`src/hdl/kmd5_pkg.sv`:
```
// Shared types and constants for the keyed double MD5 block.
`timescale 1ns / 1ps
`default_nettype none
package kmd5_pkg;

	typedef struct packed {
		logic [7:0] data_byte;
		logic       byte_present;
		logic       final_item;
	} in_item_t;

	typedef struct packed {
		logic [63:0] digest_half;
		logic        digest_valid;
		logic        last_half;
	} out_item_t;

	typedef struct packed {
		logic        go;
		logic        chain_init;
	} core_cmd_t;

	localparam logic [1:0] REG_KEY_READY = 2'd0;
	localparam logic [1:0] REG_KEY_UPPER = 2'd1;
	localparam logic [1:0] REG_KEY_LOWER = 2'd2;

	localparam logic [127:0] MD_INIT = {32'h10325476, 32'h98badcfe, 32'hefcdab89, 32'h67452301};

	function automatic logic [31:0] md_k(input logic [5:0] i);
		logic [31:0] k;
		begin
			case (i)
			6'd0: k = 32'hd76aa478; 6'd1: k = 32'he8c7b756; 6'd2: k = 32'h242070db;
			6'd3: k = 32'hc1bdceee; 6'd4: k = 32'hf57c0faf; 6'd5: k = 32'h4787c62a;
			6'd6: k = 32'ha8304613; 6'd7: k = 32'hfd469501; 6'd8: k = 32'h698098d8;
			6'd9: k = 32'h8b44f7af; 6'd10: k = 32'hffff5bb1; 6'd11: k = 32'h895cd7be;
			6'd12: k = 32'h6b901122; 6'd13: k = 32'hfd987193; 6'd14: k = 32'ha679438e;
			6'd15: k = 32'h49b40821; 6'd16: k = 32'hf61e2562; 6'd17: k = 32'hc040b340;
			6'd18: k = 32'h265e5a51; 6'd19: k = 32'he9b6c7aa; 6'd20: k = 32'hd62f105d;
			6'd21: k = 32'h02441453; 6'd22: k = 32'hd8a1e681; 6'd23: k = 32'he7d3fbc8;
			6'd24: k = 32'h21e1cde6; 6'd25: k = 32'hc33707d6; 6'd26: k = 32'hf4d50d87;
			6'd27: k = 32'h455a14ed; 6'd28: k = 32'ha9e3e905; 6'd29: k = 32'hfcefa3f8;
			6'd30: k = 32'h676f02d9; 6'd31: k = 32'h8d2a4c8a; 6'd32: k = 32'hfffa3942;
			6'd33: k = 32'h8771f681; 6'd34: k = 32'h6d9d6122; 6'd35: k = 32'hfde5380c;
			6'd36: k = 32'ha4beea44; 6'd37: k = 32'h4bdecfa9; 6'd38: k = 32'hf6bb4b60;
			6'd39: k = 32'hbebfbc70; 6'd40: k = 32'h289b7ec6; 6'd41: k = 32'heaa127fa;
			6'd42: k = 32'hd4ef3085; 6'd43: k = 32'h04881d05; 6'd44: k = 32'hd9d4d039;
			6'd45: k = 32'he6db99e5; 6'd46: k = 32'h1fa27cf8; 6'd47: k = 32'hc4ac5665;
			6'd48: k = 32'hf4292244; 6'd49: k = 32'h432aff97; 6'd50: k = 32'hab9423a7;
			6'd51: k = 32'hfc93a039; 6'd52: k = 32'h655b59c3; 6'd53: k = 32'h8f0ccc92;
			6'd54: k = 32'hffeff47d; 6'd55: k = 32'h85845dd1; 6'd56: k = 32'h6fa87e4f;
			6'd57: k = 32'hfe2ce6e0; 6'd58: k = 32'ha3014314; 6'd59: k = 32'h4e0811a1;
			6'd60: k = 32'hf7537e82; 6'd61: k = 32'hbd3af235; 6'd62: k = 32'h2ad7d2bb;
			default: k = 32'heb86d391;
			endcase
			return k;
		end
	endfunction

	function automatic logic [4:0] md_rot(input logic [5:0] i);
		logic [4:0] r;
		begin
			case ({i[5:4], i[1:0]})
			4'd0: r = 5'd7;  4'd1: r = 5'd12; 4'd2: r = 5'd17; 4'd3: r = 5'd22;
			4'd4: r = 5'd5;  4'd5: r = 5'd9;  4'd6: r = 5'd14; 4'd7: r = 5'd20;
			4'd8: r = 5'd4;  4'd9: r = 5'd11; 4'd10: r = 5'd16; 4'd11: r = 5'd23;
			4'd12: r = 5'd6; 4'd13: r = 5'd10; 4'd14: r = 5'd15; default: r = 5'd21;
			endcase
			return r;
		end
	endfunction

	// message word index used by round i
	function automatic logic [3:0] md_g(input logic [5:0] i);
		logic [3:0] g;
		begin
			case (i[5:4])
			2'd0: g = i[3:0];
			2'd1: g = 4'((i[3:0] * 4'd5) + 4'd1);
			2'd2: g = 4'((i[3:0] * 4'd3) + 4'd5);
			default: g = 4'(i[3:0] * 4'd7);
			endcase
			return g;
		end
	endfunction

endpackage
`default_nettype wire

```
`src/hdl/kmd5_ram.sv`:
```
// Generic single-port-write, single-port-read RAM with registered read.
`timescale 1ns / 1ps
`default_nettype none
module kmd5_ram #(
	parameter int Width = 32,
	parameter int Depth = 16
) (
	input  wire logic                     clk,
	input  wire logic                     we,
	input  wire logic [$clog2(Depth)-1:0] waddr,
	input  wire logic [Width-1:0]         wdata,
	input  wire logic [$clog2(Depth)-1:0] raddr,
	output logic      [Width-1:0]         rdata
);
	logic [Width-1:0] mem [Depth];

	always_ff @(posedge clk) begin
		if (we) begin
			mem[waddr] <= wdata;
		end
		rdata <= mem[raddr];
	end
endmodule
`default_nettype wire

```
`src/hdl/kmd5_round.sv`:
```
// MD5 compression engine: 64 rounds, one per cycle, words read from the block RAM.
`timescale 1ns / 1ps
`default_nettype none
module kmd5_round (
	input  wire logic                  clk,
	input  wire logic                  arst_n,
	input  wire kmd5_pkg::core_cmd_t   cmd,
	input  wire logic [31:0]           word,
	output logic      [3:0]            word_addr,
	output logic                       done,
	output logic      [127:0]          chain
);
	import kmd5_pkg::*;

	logic        run_q;
	logic        fin_q;
	logic [5:0]  rnd_q;
	logic [31:0] a_q, b_q, c_q, d_q;
	logic [127:0] chain_q;
	logic [31:0] f, t, rt;
	logic [4:0]  s;

	// word for round i is requested in the cycle before round i uses it
	assign word_addr = run_q ? md_g(6'(rnd_q + 6'd1)) : md_g(6'd0);

	always_comb begin
		unique case (rnd_q[5:4])
		2'd0: f = (b_q & c_q) | (~b_q & d_q);
		2'd1: f = (b_q & d_q) | (c_q & ~d_q);
		2'd2: f = b_q ^ c_q ^ d_q;
		default: f = c_q ^ (b_q | ~d_q);
		endcase
		t  = a_q + f + md_k(rnd_q) + word;
		s  = md_rot(rnd_q);
		rt = (t << s) | (t >> (6'd32 - {1'b0, s}));
	end

	always_ff @(posedge clk or negedge arst_n) begin
		if (!arst_n) begin
			run_q   <= 1'b0;
			fin_q   <= 1'b0;
			rnd_q   <= '0;
			chain_q <= MD_INIT;
		end else begin
			fin_q <= 1'b0;
			if (cmd.go) begin
				run_q <= 1'b1;
				rnd_q <= '0;
				if (cmd.chain_init) begin
					chain_q <= MD_INIT;
				end
			end else if (run_q) begin
				rnd_q <= rnd_q + 6'd1;
				if (rnd_q == 6'd63) begin
					run_q   <= 1'b0;
					fin_q   <= 1'b1;
					chain_q <= {chain_q[127:96] + c_q, chain_q[95:64] + b_q,
						chain_q[63:32] + b_q + rt, chain_q[31:0] + d_q};
				end
			end
		end
	end

	always_ff @(posedge clk) begin
		if (cmd.go) begin
			a_q <= cmd.chain_init ? MD_INIT[31:0]   : chain_q[31:0];
			b_q <= cmd.chain_init ? MD_INIT[63:32]  : chain_q[63:32];
			c_q <= cmd.chain_init ? MD_INIT[95:64]  : chain_q[95:64];
			d_q <= cmd.chain_init ? MD_INIT[127:96] : chain_q[127:96];
		end else if (run_q) begin
			a_q <= d_q;
			d_q <= c_q;
			c_q <= b_q;
			b_q <= b_q + rt;
		end
	end

	assign done  = fin_q;
	assign chain = chain_q;
endmodule
`default_nettype wire

```
`src/hdl/keyed_md5_digest.sv`:
```
// Top level: byte absorber, padding sequencer and double MD5 over four byte-lane RAMs.
//   channel | signals                 | handshake
//   request | start, busy, in_item    | taken when start && !busy
//   result  | out_strobe, out_item    | one cycle per result, no stall
//   config  | cfg_we, cfg_index, cfg_data | written on any edge with cfg_we
// Non-final byte: stored alone, or, when it completes a 64-byte block, it starts
// a compression (64 rounds, the chain folded in with the last round; busy throughout).
// Final item: busy through up to three compressions, the padding writes ahead of
// the padded blocks and the result halves back to back.
// Reset loads the MD5 initial chain; the byte-lane RAMs need no clearing.
// busy stays high while compressing or emitting; results cannot be held off.
`timescale 1ns / 1ps
`default_nettype none
module keyed_md5_digest (
	input  wire logic                 clk,
	input  wire logic                 arst_n,
	input  wire logic                 start,
	output logic                      busy,
	input  wire kmd5_pkg::in_item_t   in_item,
	output logic                      out_strobe,
	output kmd5_pkg::out_item_t       out_item,
	input  wire logic                 cfg_we,
	input  wire logic [1:0]           cfg_index,
	input  wire logic [63:0]          cfg_data
);
	import kmd5_pkg::*;

	localparam logic [2:0] ST_IDLE = 3'd0;
	localparam logic [2:0] ST_PAD  = 3'd1;
	localparam logic [2:0] ST_COMP = 3'd2;
	localparam logic [2:0] ST_OUT1 = 3'd3;
	localparam logic [2:0] ST_OUT2 = 3'd4;

	logic        key_ready_q;
	logic [63:0] key_upper_q, key_lower_q;
	logic [2:0]  st_q;
	logic [5:0]  fill_q;
	logic [63:0] bits_q;
	logic [5:0]  pad_q;
	logic        extra_q;   // a second padded block follows
	logic        pass2_q;   // working on the outer hash
	logic        final_q;   // compression belongs to message close
	logic        fresh_q;   // no block of this message compressed yet
	logic [127:0] digest_q;
	logic [63:0] half2_q;

	logic        ram_we;
	logic [5:0]  ram_wa;
	logic [7:0]  ram_wd;
	logic [3:0]  word_addr;
	logic [31:0] word;
	core_cmd_t   cmd;
	logic        done;
	logic [127:0] chain;
	logic        accept;
	logic [5:0]  pad_byte_pos;
	logic [7:0]  pad_val;
	logic [127:0] inner_x;
	logic [127:0] outer;

	// four byte lanes, one RAM each, so all four bytes of a 32-bit word read together
	genvar gl;
	generate
		for (gl = 0; gl < 4; gl++) begin : g_lane
			kmd5_ram #(.Width(8), .Depth(16)) u_ram (
				.clk  (clk),
				.we   (ram_we && (ram_wa[1:0] == 2'(gl))),
				.waddr(ram_wa[5:2]),
				.wdata(ram_wd),
				.raddr(word_addr),
				.rdata(word[8*gl +: 8])
			);
		end
	endgenerate

	kmd5_round u_round (
		.clk(clk), .arst_n(arst_n), .cmd(cmd), .word(word),
		.word_addr(word_addr), .done(done), .chain(chain)
	);

	assign accept = start && !busy;
	assign busy   = (st_q != ST_IDLE);

	// first digest xor byte-swapped key, as the 16-byte outer message
	always_comb begin
		for (int i = 0; i < 16; i++) begin
			inner_x[8*i +: 8] = digest_q[8*i +: 8];
		end
		for (int i = 0; i < 8; i++) begin
			inner_x[8*i +: 8]     = digest_q[8*i +: 8] ^ key_upper_q[56-8*i +: 8];
			inner_x[64+8*i +: 8]  = digest_q[64+8*i +: 8] ^ key_lower_q[56-8*i +: 8];
		end
	end

	// padding byte at pad_q; pass 2 has fixed length 16
	always_comb begin
		pad_byte_pos = pad_q;
		if (pass2_q) begin
			if (pad_q < 6'd16) begin
				pad_val = inner_x[8*pad_q[3:0] +: 8];
			end else if (pad_q == 6'd16) begin
				pad_val = 8'h80;
			end else if (pad_q == 6'd57) begin
				pad_val = 8'h00;
			end else if (pad_q == 6'd56) begin
				pad_val = 8'h80;
			end else begin
				pad_val = 8'h00;
			end
		end else if (!extra_q && pad_q == fill_q) begin
			pad_val = 8'h80;
		end else if (pad_q >= 6'd56 && !(extra_q == 1'b0 && fill_q >= 6'd56)) begin
			pad_val = bits_q[8*pad_q[2:0] +: 8];
		end else begin
			pad_val = 8'h00;
		end
	end

	always_comb begin
		ram_we = 1'b0;
		ram_wa = pad_byte_pos;
		ram_wd = pad_val;
		cmd    = '0;
		if (accept && in_item.byte_present) begin
			ram_we = 1'b1;
			ram_wa = fill_q;
			ram_wd = in_item.data_byte;
		end else if (st_q == ST_PAD) begin
			ram_we = 1'b1;
		end
		if (st_q == ST_PAD && pad_q == 6'd63) begin
			cmd.go         = 1'b1;
			cmd.chain_init = pass2_q || fresh_q;
		end else if (accept && in_item.byte_present && fill_q == 6'd63) begin
			cmd.go         = 1'b1;
			cmd.chain_init = fresh_q;
		end
	end

	always_ff @(posedge clk or negedge arst_n) begin
		if (!arst_n) begin
			key_ready_q <= 1'b0;
			key_upper_q <= '0;
			key_lower_q <= '0;
		end else if (cfg_we) begin
			unique case (cfg_index)
			REG_KEY_READY: key_ready_q <= cfg_data[0];
			REG_KEY_UPPER: key_upper_q <= cfg_data;
			REG_KEY_LOWER: key_lower_q <= cfg_data;
			default: ;
			endcase
		end
	end

	always_ff @(posedge clk or negedge arst_n) begin
		if (!arst_n) begin
			st_q    <= ST_IDLE;
			fill_q  <= '0;
			bits_q  <= '0;
			pad_q   <= '0;
			extra_q <= 1'b0;
			pass2_q <= 1'b0;
			final_q <= 1'b0;
			fresh_q <= 1'b1;
		end else begin
			unique case (st_q)
			ST_IDLE: begin
				if (accept) begin
					if (in_item.byte_present) begin
						fill_q <= fill_q + 6'd1;
						bits_q <= bits_q + 64'd8;
					end
					if (in_item.final_item) begin
						// close: first padded block starts after any stored bytes
						pad_q   <= fill_q + 6'(in_item.byte_present);
						pass2_q <= 1'b0;
						if (in_item.byte_present && fill_q == 6'd63) begin
							// full block first, then a padding-only block
							st_q    <= ST_COMP;
							extra_q <= 1'b1;
							final_q <= 1'b0;
						end else begin
							st_q    <= ST_PAD;
							extra_q <= 1'b0;
							final_q <= 1'b1;
						end
					end else if (in_item.byte_present && fill_q == 6'd63) begin
						st_q    <= ST_COMP;
						final_q <= 1'b0;
					end
				end
			end
			ST_PAD: begin
				pad_q <= pad_q + 6'd1;
				if (pad_q == 6'd63) begin
					st_q <= ST_COMP;
				end
			end
			ST_COMP: begin
				if (done) begin
					if (extra_q && !final_q) begin
						// padding-only block: 0x80 at 0 when fill wrapped
						extra_q <= 1'b0;
						final_q <= 1'b1;
						pad_q   <= '0;
						st_q    <= ST_PAD;
					end else if (final_q && !pass2_q && !extra_q && fill_q >= 6'd56) begin
						// 0x80 did not leave room for the length: length-only block
						extra_q <= 1'b1;
						pad_q   <= '0;
						st_q    <= ST_PAD;
					end else if (final_q && !pass2_q) begin
						extra_q <= 1'b0;
						pass2_q <= key_ready_q;
						pad_q   <= '0;
						st_q    <= key_ready_q ? ST_PAD : ST_OUT2;
						fill_q  <= '0;
					end else if (pass2_q) begin
						st_q <= ST_OUT1;
					end else begin
						st_q <= ST_IDLE;
					end
				end
			end
			ST_OUT1: st_q <= ST_OUT2;
			ST_OUT2: begin
				st_q    <= ST_IDLE;
				pass2_q <= 1'b0;
				final_q <= 1'b0;
				fresh_q <= 1'b1;
				bits_q  <= '0;
				fill_q  <= '0;
			end
			default: st_q <= ST_IDLE;
			endcase
			if (cmd.go && !pass2_q) begin
				fresh_q <= 1'b0;
			end
		end
	end

	always_ff @(posedge clk) begin
		if (st_q == ST_COMP && done && !pass2_q) begin
			digest_q <= chain;
		end
	end

	always_comb begin
		for (int i = 0; i < 16; i++) begin
			outer[127-8*i -: 8] = chain[8*i +: 8];
		end
	end

	always_ff @(posedge clk) begin
		if (st_q == ST_OUT1) begin
			half2_q <= outer[63:0];
		end
	end

	always_comb begin
		out_strobe = 1'b0;
		out_item   = '0;
		if (st_q == ST_OUT1) begin
			out_strobe            = 1'b1;
			out_item.digest_half  = outer[127:64];
			out_item.digest_valid = 1'b1;
		end else if (st_q == ST_OUT2) begin
			out_strobe            = 1'b1;
			out_item.digest_half  = pass2_q ? half2_q : 64'd0;
			out_item.digest_valid = pass2_q;
			out_item.last_half    = 1'b1;
		end
	end

	a_no_accept_busy: assert property (@(posedge clk) disable iff (!arst_n)
		out_strobe |-> busy) else $error("result outside busy window");
	a_out_order: assert property (@(posedge clk) disable iff (!arst_n)
		(st_q == ST_OUT1) |=> (st_q == ST_OUT2)) else $error("second half lost");
	a_pad_to_comp: assert property (@(posedge clk) disable iff (!arst_n)
		(st_q == ST_PAD && pad_q == 6'd63) |=> (st_q == ST_COMP))
		else $error("padding did not start compression");
endmodule
`default_nettype wire
```
`config.mk`:
```
export PLATFORM = sky130hd
export DESIGN_NAME = keyed_md5_digest
export DESIGN_NICKNAME = d
export VERILOG_FILES = /design/src/hdl/kmd5_pkg.sv /design/src/hdl/kmd5_ram.sv /design/src/hdl/kmd5_round.sv /design/src/hdl/keyed_md5_digest.sv
export SDC_FILE = /design/constraint.sdc
export NUM_CORES = 2
export LEC_CHECK = 0
export BUFFER_PORTS_ARGS = -buffer_cell sky130_fd_sc_hd__buf_2
export CORE_ASPECT_RATIO = 1.75
export CORE_UTILIZATION = 50
export CTS_CLUSTER_SIZE = 16
export DETAILED_ROUTE_END_ITERATION = 16
export PLACE_DENSITY_LB_ADDON = 0.08
export SLEW_MARGIN = 20
export SYNTH_ARGS = -nofsm -noshare
export SYNTH_HDL_FRONTEND = slang
export SYNTH_HIERARCHICAL = 1
export SYNTH_SLANG_ARGS = --single-unit
export TNS_END_PERCENT = 10
```
`constraint.sdc`:
```
create_clock -name clk -period 11.4 [get_ports clk]
set_input_delay 2.28 -clock clk [delete_from_list [all_inputs] [get_ports clk]]
set_output_delay 2.28 -clock clk [all_outputs]
set_load 0.05 [all_outputs]
```
* Word level (Yosys, flattened, before mapping)
Memory sizes are Yosys's and may differ from the RTL's. A register that Yosys moved wholly into a read port is not among the register bits.
Index checks and enable logic that the tools add are counted.
** Storage, ports and cells
- Flip-flop bits (word level) :: 668
- Input bits :: 80
- Memory bits (read-only) :: 2128
- Memory bits (writable) :: 512
- Output and inout port bits :: 68
- Memories :: 6
- Logic and storage cells :: 271
- Latch bits :: 0
** Memory list
- (name not given) :: words 64, width 32, read ports 1, clocked after Yosys merged registers in 0, write ports 0, line kmd5_pkg.sv:32 : case (i)
- g_lane[0].u_ram.mem :: words 16, width 8, read ports 1, clocked after Yosys merged registers in 1, write ports 1, line kmd5_ram.sv:15 : logic [Width-1:0] mem [Depth];
- g_lane[1].u_ram.mem :: words 16, width 8, read ports 1, clocked after Yosys merged registers in 1, write ports 1, line kmd5_ram.sv:15
- g_lane[2].u_ram.mem :: words 16, width 8, read ports 1, clocked after Yosys merged registers in 1, write ports 1, line kmd5_ram.sv:15
- g_lane[3].u_ram.mem :: words 16, width 8, read ports 1, clocked after Yosys merged registers in 1, write ports 1, line kmd5_ram.sv:15
- (name not given) :: words 16, width 5, read ports 1, clocked after Yosys merged registers in 0, write ports 0, line kmd5_pkg.sv:63 : case ({i[5:4], i[1:0]})
** Operators by class
- Div/mod/pow operators :: 0
- Reduce and logical (&&, ||, !) cells :: 49
- $add $sub $neg :: 17
- Equality and inequality tests :: 32
- Bitwise gates (word level) :: 30
- Multiply operators :: 3
- $lt $le $gt $ge :: 3
- Mux-type cells :: 106
- Shift-type cells :: 4
** Operator list (count)
- 128-bit 2-to-1 mux :: 4
- 32-bit 2-to-1 mux :: 12
- 32-bit adder :: 9
- 64-bit 2-to-1 mux :: 3
- 32-bit bitwise AND :: 4
- 32-bit OR :: 4
- 64-bit case mux with 2 select lines :: 1
- 128-bit by 8-bit variable part select with 8-bit output :: 1
- 8-bit bitwise XOR :: 16
- 32-bit case mux with 3 select lines :: 1
- 32-bit bitwise XOR :: 3
- 6-bit 2-to-1 mux :: 14
- 66-bit 2-to-1 mux :: 1
- 65-bit 2-to-1 mux :: 1
- 64-bit by 4-bit adder with 64-bit output, second input constant :: 1
- 8-bit 2-to-1 mux :: 8
- 32-bit inverter :: 2
- 64-bit by 7-bit variable part select with 8-bit output :: 1
- 1-bit 2-to-1 mux :: 40
- 6-bit case mux with 3 select lines :: 2
- 32-bit by 5-bit << shifter with 32-bit output :: 1
- 32-bit by 6-bit >> shifter with 32-bit output :: 1
- 6-bit == test, second input constant :: 5
- 3-bit 2-to-1 mux :: 9
- 39 further kinds :: 100

* Depth between registers and ports, before layout
- Word-level depth :: 13
- Depth in mapped cells :: 46
- Gate-level depth less buffers :: 43

* Cells and area by module
The synthesis kept the hierarchy.
** By module, submodules not included
- kmd5_round :: cells an instance 3790, area an instance 30255.3 µm², times used 1, sequential area each 7327.0 µm²
- kmd5_ram :: cells an instance 229, area an instance 5147.4 µm², times used 4, sequential area each 4003.8 µm²
- keyed_md5_digest :: cells an instance 1381, area an instance 18614.1 µm², times used 1, sequential area each 10996.8 µm²

* Worst setup path before layout
OpenSTA, ideal clock, no wires.
- Path type :: register to register
- From :: reg st_q[0]
- To :: reg digest_q[0] (enable)
- Setup time :: 772 ps
- Stages on the path, launching flop included :: 5
- Data required time :: 10628 ps
- Clock period less this slack :: 10680 ps
- Setup slack :: 720 ps
- Data arrival time :: 9908 ps
- Buffers on the path :: 2
- Path through :: dfrtp_1 > clkbuf_1 > or3b_2 > clkbuf_1 > nor3_1
** On the way
- Longest elaborated chain between the ends :: 3
** RTL lines
- from (decl) :: line keyed_md5_digest.sv:36 : logic [2:0] st_q;
- from (signal assigned) :: line keyed_md5_digest.sv:216 : st_q <= key_ready_q ? ST_PAD : ST_OUT2;
- 3-bit by 2-bit == test with 1-bit output :: line keyed_md5_digest.sv:243 : if (st_q == ST_COMP && done && !pass2_q) begin
- 1-bit logical AND (2 in series) :: line keyed_md5_digest.sv:243
- to (signal assigned) :: line keyed_md5_digest.sv:244 : digest_q <= chain;
- to (decl) :: line keyed_md5_digest.sv:44 : logic [127:0] digest_q;
No other way between the ends.
A chain may end at the register's enable or synchronous reset.

* Worst setup path after layout
- From :: reg u_round.rnd_q[2]
- To :: reg u_round.b_q[30] (data pin)
** On the way
- Longest elaborated chain between the ends :: 8
- Elaborated cells on any way between the ends :: 9
- Those cells by class :: 3 x add/sub; 2 x shift; 2 x mux; 1 x bitwise; 1 x memory
** RTL lines
- from (decl) :: line kmd5_round.sv:17 : logic [5:0] rnd_q;
- from (signal assigned) :: line kmd5_round.sv:53 : rnd_q <= rnd_q + 6'd1;
- memory 64 x 32 bit *
- 32-bit adder * (2 in series) :: line kmd5_round.sv:33 : t = a_q + f + md_k(rnd_q) + word;
- 32-bit by 6-bit >> shifter with 32-bit output or 32-bit by 5-bit << shifter with 32-bit output (tied branches) :: line kmd5_round.sv:35 : rt = (t << s) | (t >> (6'd32 - {1'b0, s}));
- 32-bit OR * :: line kmd5_round.sv:35
- 32-bit adder * :: line kmd5_round.sv:74 : b_q <= b_q + rt;
- 32-bit 2-to-1 mux * :: line kmd5_round.sv:70 : end else if (run_q) begin
- 32-bit 2-to-1 mux * :: line kmd5_round.sv:65 : if (cmd.go) begin
- to (signal assigned) :: line kmd5_round.sv:67 : b_q <= cmd.chain_init ? MD_INIT[63:32] : chain_q[63:32];
- to (signal assigned) :: line kmd5_round.sv:74
- to (decl) :: line kmd5_round.sv:18 : logic [31:0] a_q, b_q, c_q, d_q;
Every way passes the cells marked *; elsewhere a longest branch is shown, timed or not. The select of a mux whose other input is x is not followed.

==> results.md <==
* Status: finished clean
* Crit path kind: flop to flop
* Crit path capture type: flop
* Synth warn at 6
* DRC viols at 0
* H-tree Lvls at 3
* Vias per inst at 6.311
* Seq/Total Area, Yosys at 49.44%
* Post-route antenna net violation count at 0
* RR Endpoint: u_round/b_q[30]$_DFFE_PP_
* Die width at 283.7 microns
* Tcrit/Tclk final at 98.05%
* Synth Register Bits at 1209
* RSZ-0062 raised after global routing: false
* Fraction of layout cells with a size suffix above 1 at 15.81%
* # hold bufs at CTS at 0
* Setup TNS at 0 ns
* Dpl cells at 7967
* # IOs at 148
* Row cnt at 180
* Syn-to-layout area delta at 10.68%
* Dominant cells by area after synthesis: edfxtp_1 (36%), dfrtp_1 (10%), ha_1 (4.1%), mux4_2 (3.5%), fa_1 (2.9%)
* Total number of vias at 51658
* Syn Inst Count at 6087
* Slew HR at 19.95%
* Post-Syn Area per Cell at 11.41 sq um
* Drt total wl at 260900 microns
* Count leader, synth: edfxtp_1
* Worst hold path endpoint: fresh_q$_DFFE_PN1P_
* Final slew viol count at 0
* Initial core utilization at 50.48%
* DRT iter0 DRCs at 4472
* Clock latency on the worst-skew pair at 0.76 ns
* Die area at 140500 sq um
* Synth top area share at 35.97%
* WL/cell at 31.87 microns
* Finished Layout Cells at 8186
* CP max FO at 17
* Grt ovf at 0
* Filler cell count in the final layout at 11769
* Final min period at 11.18 ns
* Post-synth EDFFs at 832
* Sink Count at 1209
* Critical Path Start: u_round/rnd_q[2]$_DFFE_PN0P_
* Asr flop ratio synth at 28.54%
* 1st-pass router iterations at 7
* Detail Placement HPWL at 198500 microns
* Routability-driven placement congestion ratio at 1.034
* Hold Startpoint: fresh_q$_DFFE_PN1P_
* Reg clk slew, reported paths at 0.07 ns
* Cell Area, Synth at 69460 sq um
* Distinct cells, synth at 106
* Clock skew at 0.04707 ns
* PortBufs at 147
* Critical Path AT at 11.66 ns
* Vias in the first global route at 52826
* Critical R2R Launch: u_round/rnd_q[2]$_DFFE_PN0P_
* Syn Nets at 6497
* Max Fclk at 0.08946 GHz
* Pwr/cell area at 116.9 nW/um^2
* CORE AREA at 137600 sq um
* Leakage at 0.02833 uW
* CTS tree: built
* Setup crit start kind: flop
* Reg2reg setup slack at 0.22 ns
* Maxcap violations at 0
* CP most frequent cell: a21oi_1
* Die Y at 495.1 microns
* Hold depth at 2
* Crit-path slowest cell: a211oi_1
* Finish-stage setup viols at 0
* First-pass GRT wire length at 370300 microns
* Worst reg-to-reg path cell count at 37
* Antenna violations before repair at 16
* Worst-Margin Slew at 1.201 ns
* Largest net degree at the start of global routing at 142
* Post_cts resized at 0
* Max incr delay on CP at 0.88 ns
* GRT Total Usage at 36.97%
* HP Class: flop to flop
* CP Data Required Time at 11.88 ns
* Root Buffer: clkbuf_16
* Layout Nets at 6670
* Num CTS Buffers at 111
* Final Hold Vio Count at 0
* Total power at 8986 uW
* Worst VDD drop at 0.0001624 V
* # Post-CTS Setup Buffers at 0
* Synth cell count leaders: edfxtp_1 (832), nand2_1 (449), nor2_1 (448)
* Clock Path Buffers at 3
* Synth Flop Type: edfxtp_1
* Synth area leader: edfxtp_1
==> metrics by stage <==
stage	utilization [%]	area [sq um]	worst slack [ns]	hold WS, ns
floorplan	-	69460	0.7198	0.4470
global placement	53.14	73120	0.5933	0.4938
detailed placement	53.14	73130	0.5894	0.4989
CTS	55.85	76850	0.5696	0.5116
global route	55.86	76870	0.006779	0.5425
finish	55.87	76880	0.2219	0.5086
==> power by group <==
group | internal (uW) | switching [uW] | total, uW
Sequential | 4740 | 67.5 | 4800
Combinational | 151 | 172 | 324
Clock | 2120 | 1740 | 3860
==> routing by layer <==
metal  up-vias  share of wire [%]  global-route usage [%]
met5         -             0.0096                       0
met4         4                 11                   33.20
met3       792                4.7                   4.765
met2      1896                 52                   67.05
met1     25982                 33                   36.83
li1      22984                  -                       -
==> final cells by class <==
class / count / area, sq um / share of cell area [%]
Clock buffer: 143 / 2989 / 3.888
Antenna cell: 9 / 22.52 / 0.02930
Sequential cell: 1209 / 34350 / 44.69
Tap cell: 1820 / 2277 / 2.962
Multi-Input combinational cell: 4184 / 32470 / 42.24
Clock inverter: 67 / 737.0 / 0.9586
Inverter: 371 / 1393 / 1.811
Timing Repair Buffer: 383 / 2630 / 3.421
==> sequential cells by signal (all words and copies together) (netlist names), 3 cells and up <==
name,flops
key_upper_q,64
g_lane.u_ram/mem,512
u_round/c_q,32
u_round/d_q,32
st_q,3
g_lane.u_ram/rdata,32
fill_q,6
digest_q,128
half2_q,64
pad_byte_pos,6
u_round/rnd_q,6
bits_q,61
key_lower_q,64
u_round/chain,128
u_round/b_q,32
u_round/a_q,32
==> worst max-delay path by stage <==
stage,end,slack (ns),cells after the start
after CTS,u_round/b_q[30]$_DFFE_PP_,0.57,41
after global routing,u_round/b_q[30]$_DFFE_PP_,0.007,38
final,u_round/b_q[30]$_DFFE_PP_,0.22,37
after detailed placement,u_round/b_q[30]$_DFFE_PP_,0.59,41
after global placement,u_round/b_q[30]$_DFFE_PP_,0.59,42
after floorplan,digest_q[0]$_DFFE_PP_,0.72,4
==> kinds of logic (layout without fill, tap and decap cells) <==
kind of cell	after synthesis	count (layout)	share of synthesized area, %
compound gates	1621	1621	15.17
simple gates	1416	1416	9.603
flops	1209	1209	49.44
buf+inv	694	964	4.132
xor+xnor	409	409	5.190
mux	394	394	9.234
fa+ha+maj	344	344	7.238
other cells	0	9	0
==> layout by cell type (no fill, tap or decap), types with 65 or more instances in the layout <==
| cell type | synthesis | final |
|---|---|---|
| a22o_1 | 73 | 72 |
| a22oi_1 | 91 | 91 |
| a21o_1 | 93 | 93 |
| mux2_2 | 156 | 156 |
| buf_2 | 35 | 146 |
| edfxtp_1 | 832 | 832 |
| o21ai_0 | 373 | 371 |
| ha_1 | 229 | 229 |
| xor2_1 | 194 | 193 |
| fa_1 | 101 | 101 |
| a21oi_1 | 394 | 393 |
| xnor2_1 | 213 | 211 |
| inv_1 | 360 | 360 |
| clkbuf_16 | 0 | 112 |
| nor3_1 | 85 | 80 |
| nand2_1 | 449 | 448 |
| dfstp_2 | 65 | 65 |
| nor2_1 | 448 | 446 |
| a31oi_1 | 99 | 99 |
| buf_4 | 11 | 227 |
| nand3_1 | 104 | 104 |
| dfrtp_1 | 280 | 275 |
| mux4_2 | 109 | 109 |
| mux2i_1 | 73 | 73 |
==> worst max-delay path, delay by kind of cell, from the launching register on <==
kind,cells,cell delay [ns]
AND/OR/NAND/NOR,3,1.18
AO/OA/AOI/OAI,21,5.57
multiplexers,3,0.92
buffers and inverters,4,0.91
XOR/XNOR,1,0.15
flip-flops,1,0.38
adder cells (fa/ha/maj),5,1.81
Power figures use the tool's default switching activity.
